File: src/rtl/svpwm_pkg.sv
// Shared constants for the SVPWM min-max duty and compare unit.
package svpwm_pkg;

  localparam int CFS_W = 16;
  localparam logic [CFS_W-1:0] CFS_RESET = 16'd1000;
  localparam int CMP_W = 16;

  // Pipeline advance control handed to each divider lane.
  typedef struct packed {
    logic en;
  } pipe_ctrl_t;

endpackage

File: src/rtl/svpwm_div.sv
// Pipelined restoring divider, one quotient bit per register stage.
module svpwm_div
  import svpwm_pkg::*;
#(
  parameter int DVS_W = 18,
  parameter int Q_W   = 17
) (
  input  logic                   clk,
  input  pipe_ctrl_t             ctrl,
  input  logic [DVS_W+Q_W-1:0]   num,
  input  logic [DVS_W-1:0]       dvs,
  output logic [Q_W-1:0]         quo
);

  // Stage k holds partial remainder, remaining dividend bits and divisor.
  logic [DVS_W-1:0] rem   [Q_W];
  logic [Q_W-1:0]   low   [Q_W];
  logic [DVS_W-1:0] dvs_s [Q_W];
  logic [Q_W-1:0]   q     [Q_W+1];

  assign rem[0]   = num[DVS_W+Q_W-1:Q_W];
  assign low[0]   = num[Q_W-1:0];
  assign dvs_s[0] = dvs;
  assign q[0]     = '0;

  for (genvar k = 0; k < Q_W; k++) begin : g_stage
    logic [DVS_W:0] trial;
    logic [DVS_W:0] diff;
    logic           take;

    assign trial = {rem[k], low[k][Q_W-1]};
    assign diff  = trial - {1'b0, dvs_s[k]};
    assign take  = ~diff[DVS_W];

    always_ff @(posedge clk) begin
      if (ctrl.en) begin
        q[k+1] <= {q[k][Q_W-2:0], take};
      end
    end

    if (k < Q_W-1) begin : g_carry
      always_ff @(posedge clk) begin
        if (ctrl.en) begin
          rem[k+1]   <= take ? diff[DVS_W-1:0] : trial[DVS_W-1:0];
          low[k+1]   <= {low[k][Q_W-2:0], 1'b0};
          dvs_s[k+1] <= dvs_s[k];
        end
      end
    end
  end

  assign quo = q[Q_W];

endmodule

File: config.mk
export PLATFORM = sky130hd
export DESIGN_NAME = svpwm_div
export DESIGN_NICKNAME = d
export VERILOG_FILES = /design/src/rtl/svpwm_pkg.sv /design/src/rtl/svpwm_div.sv
export SDC_FILE = /design/constraint.sdc
export NUM_CORES = 1
export LEC_CHECK = 0
export BUFFER_PORTS_ARGS = -buffer_cell sky130_fd_sc_hd__buf_4
export CORE_MARGIN = 5
export CORE_UTILIZATION = 55
export DETAILED_ROUTE_END_ITERATION = 6
export PLACE_DENSITY_LB_ADDON = 0.25
export SLEW_MARGIN = 25
export SYNTH_ARGS = -nofsm -noshare
export SYNTH_HDL_FRONTEND = slang
export SYNTH_SLANG_ARGS = --single-unit
export TNS_END_PERCENT = 20
File: constraint.sdc
create_clock -name clk -period 4.5 [get_ports clk]
set_input_delay 0.675 -clock clk [delete_from_list [all_inputs] [get_ports clk]]
set_output_delay 0.675 -clock clk [all_outputs]
set_load 0.05 [all_outputs]
==> impl_metrics.env <==
export IMPL_grt_use_total_pct=19.5
export IMPL_cts_buffers=90
export IMPL_max_cap_violations=0
export IMPL_cts_tree="built"
export IMPL_synth_edf_count=865
export IMPL_area_growth_pct=10.3
export IMPL_post_drt_wl_per_cell_um=18.0
export IMPL_min_from="num[13]"
export IMPL_max_clock_path_buffers=3
export IMPL_yosys_area_top_type="edfxtp_1"
export IMPL_syn_avg_cell_area_sq_um=12.6
export IMPL_period_share_pct=80.8
export IMPL_synthesis_area_sq_um=46100
export IMPL_synth_cell_types=97
export IMPL_status="complete, no violations"
export IMPL_clkSinkCount=865
export IMPL_hp_class="input port to register"
export IMPL_syn_inst=3644
export IMPL_synthFlopType="edfxtp_1"
export IMPL_first_iter_violations=1739
export IMPL_cts_setup_buffers=0
export IMPL_skew_ps=31.3
export IMPL_drc_errors=0
export IMPL_dr_pass1_iters=5
export IMPL_initial_core_util_pct=55.3
export IMPL_ctsResizeCount=0
export IMPL_fin_crit_ps=3630
export IMPL_reg2reg_slack_ps=870
export IMPL_rsz0062_at_grt="no"
export IMPL_hold_buffers=0
export IMPL_grt_pass1_vias=28655
export IMPL_cp_start_kind="register"
export IMPL_place_congestion=0.902
export IMPL_drv_slew=0
export IMPL_r2r_start="dvs_s[198]"
export IMPL_synth_seq_cells=865
export IMPL_grt_antenna_before_repair=0
export IMPL_grt_ovfl_total=0
export IMPL_cpMaxStageDelayCell="a2111oi_1"
export IMPL_cp_arrival_ps=4030
export IMPL_finalSetupTns_ps=0
export IMPL_seq_area_frac_synth_pct=56.4
export IMPL_timing_slew_headroom_pct=37.5
export IMPL_die_y_um=299
export IMPL_die_x_um=299
export IMPL_cp_required_ps=4890
export IMPL_dp_cells=4758
export IMPL_synth_top_cells_by_count="edfxtp_1, inv_1, ha_1, mux2_2, a21oi_1"
export IMPL_h_tree_depth=3
export IMPL_syn_num_nets=4020
export IMPL_synth_most_common_cell="edfxtp_1"
export IMPL_cts_root_buf="clkbuf_16"
export IMPL_max_freq_mhz=275
export IMPL_synth_warnings=0
export IMPL_synth_top_cell_area_share_pct=56.4
export IMPL_drt_antenna_violating_nets=0
export IMPL_hpwl_um=64500
export IMPL_cpPeakStageDelay_ps=490
export IMPL_grt_max_degree=114
export IMPL_antenna_cells=0
export IMPL_crit_chain="ha_1, fa_1, nand2b_1, a21oi_1, o31ai_1, a2111oi_1, mux2i_1, nand2_1, inv_2, mux2_2"
export IMPL_p_leak_uw=0.0203
export IMPL_layout_drive_gt1_share_pct=13.1
export IMPL_ioPinCount=72
export IMPL_fin_cells=4923
export IMPL_clkLatencyLatePin_ps=650
export IMPL_io_buffers=71
export IMPL_max_vdd_ir_drop_uv=378
export IMPL_cp_max_fo=18
export IMPL_power_density_nw_per_um2=718
export IMPL_critical_path_class="register to register"
export IMPL_setup_violations=0
export IMPL_final_core_util_pct=61.0
export IMPL_num_nets_final=4146
export IMPL_grt_pass1_wl_um=144000
export IMPL_synth_area_leaders="edfxtp_1, ha_1, mux2_2"
export IMPL_fin_ws_ps=866
export IMPL_dp_slack_ps=654
export IMPL_die_area_sq_um=89600
export IMPL_crit_start="dvs_s[198]"
export IMPL_via_count=28116
export IMPL_tightest_slew_ps=925
export IMPL_final_hold_viol_count=0
export IMPL_routed_wl_um=88400
export IMPL_clkTransAtPathRegs_ps=60
export IMPL_core_sq_um=83300
export IMPL_viasPerCell=5.71
export IMPL_async_reset_ff_share_pct=0
export IMPL_end_kind="register"
export IMPL_row_count=106
## critical path: cells and delay by family (launching register included)
family          cells  cell delay [ps]
fa+ha+maj           2              640
buf+inv             1              380
mux                 2              620
simple gates        2              370
flops               1              380
compound gates      3              990
## report_power, final
part	leakage (uW)	switching (uW)	internal (uW)
clock network	0.00139	3100	4200
registers	0.00846	1030	11700
logic	0.0104	8580	7820
## registers in the layout, indices dropped and copies added, names as in the netlist
| signal | count |
|---|---|
| g_stage.trial | 304 |
| dvs_s | 288 |
| q | 136 |
| low | 120 |
| quo | 17 |
## cell usage in the layout (no fill, tap or decap), types with 11 or more instances in the layout
cell	Yosys	final
edfxtp_1	865	865
inv_1	404	404
ha_1	305	305
mux2_2	222	222
a21oi_1	215	215
nor2_1	162	162
nand2_1	159	159
o21ai_0	144	144
xnor2_1	140	139
buf_4	22	93
clkbuf_16	0	91
a21o_1	73	73
o21a_1	67	67
xor2_1	62	62
nor2b_1	51	51
nand3_1	51	51
mux2i_1	51	51
nor3_1	45	45
a31oi_1	37	37
nand2b_1	35	35
a211oi_1	31	31
and3_1	31	31
o31ai_1	30	30
and2_1	29	29
a211o_1	23	23
clkbuf_1	24	23
clkinv_1	0	23
nand4_1	22	22
nor4_1	20	20
a221oi_1	16	16
o31a_1	16	16
fa_1	16	16
mux2_4	14	14
o311ai_0	13	13
o211ai_1	12	12
o21bai_1	11	11
a21boi_0	11	11
a221o_1	11	11
## kinds of logic (layout without fill, tap and decap cells)
family                     count (synthesis)  count (layout)  synth area share (%)
AOI/OAI and AO/OA                        819             819                  12.0
buffers and inverters                    478             677                  4.24
muxes                                    295             295                  7.19
DFF                                      865             865                  56.4
xor gates and xnor gates                 206             206                  3.98
adders and majority gates                321             321                  8.98
and+or+nand+nor                          660             660                  7.17
## final timing paths
| kind | end | cells past startpoint |
|---|---|---|
| setup / recovery | g_stage[6].trial[17] | 10 |
| hold / removal | low[269] | 1 |
| setup reg to reg | g_stage[6].trial[17] | 10 |
| hold reg to reg | low[185] | 0 |
## cell type report
class / count / area (sq um)
Clock buffer: 114 / 2360
Clock inverter: 51 / 528
Fill cell: 6475 / 32500
Inverter: 409 / 1540
Multi-Input combinational cell: 2301 / 18100
Sequential cell: 865 / 26000
Tap cell: 1080 / 1350
Timing Repair Buffer: 103 / 893
## per-layer routing
layer / global-route usage, % / vias up / wire length, um
li1: - / 13876 / -
met1: 22.5 / 13501 / 35300
met2: 36.7 / 545 / 46900
met3: 2.64 / 194 / 3020
met4: 7.72 / 0 / 3250
met5: 0 / - / 0
## stage by stage
stage	cell area (sq um)	hold slack [ps]	total power, uW
after floorplan	46100	400	25600
after global placement	47900	400	28800
after detailed placement	47900	405	29100
after CTS	50800	145	36600
after global routing	50800	158	38900
final	50800	194	36400
(Power assumes the default switching activity.)
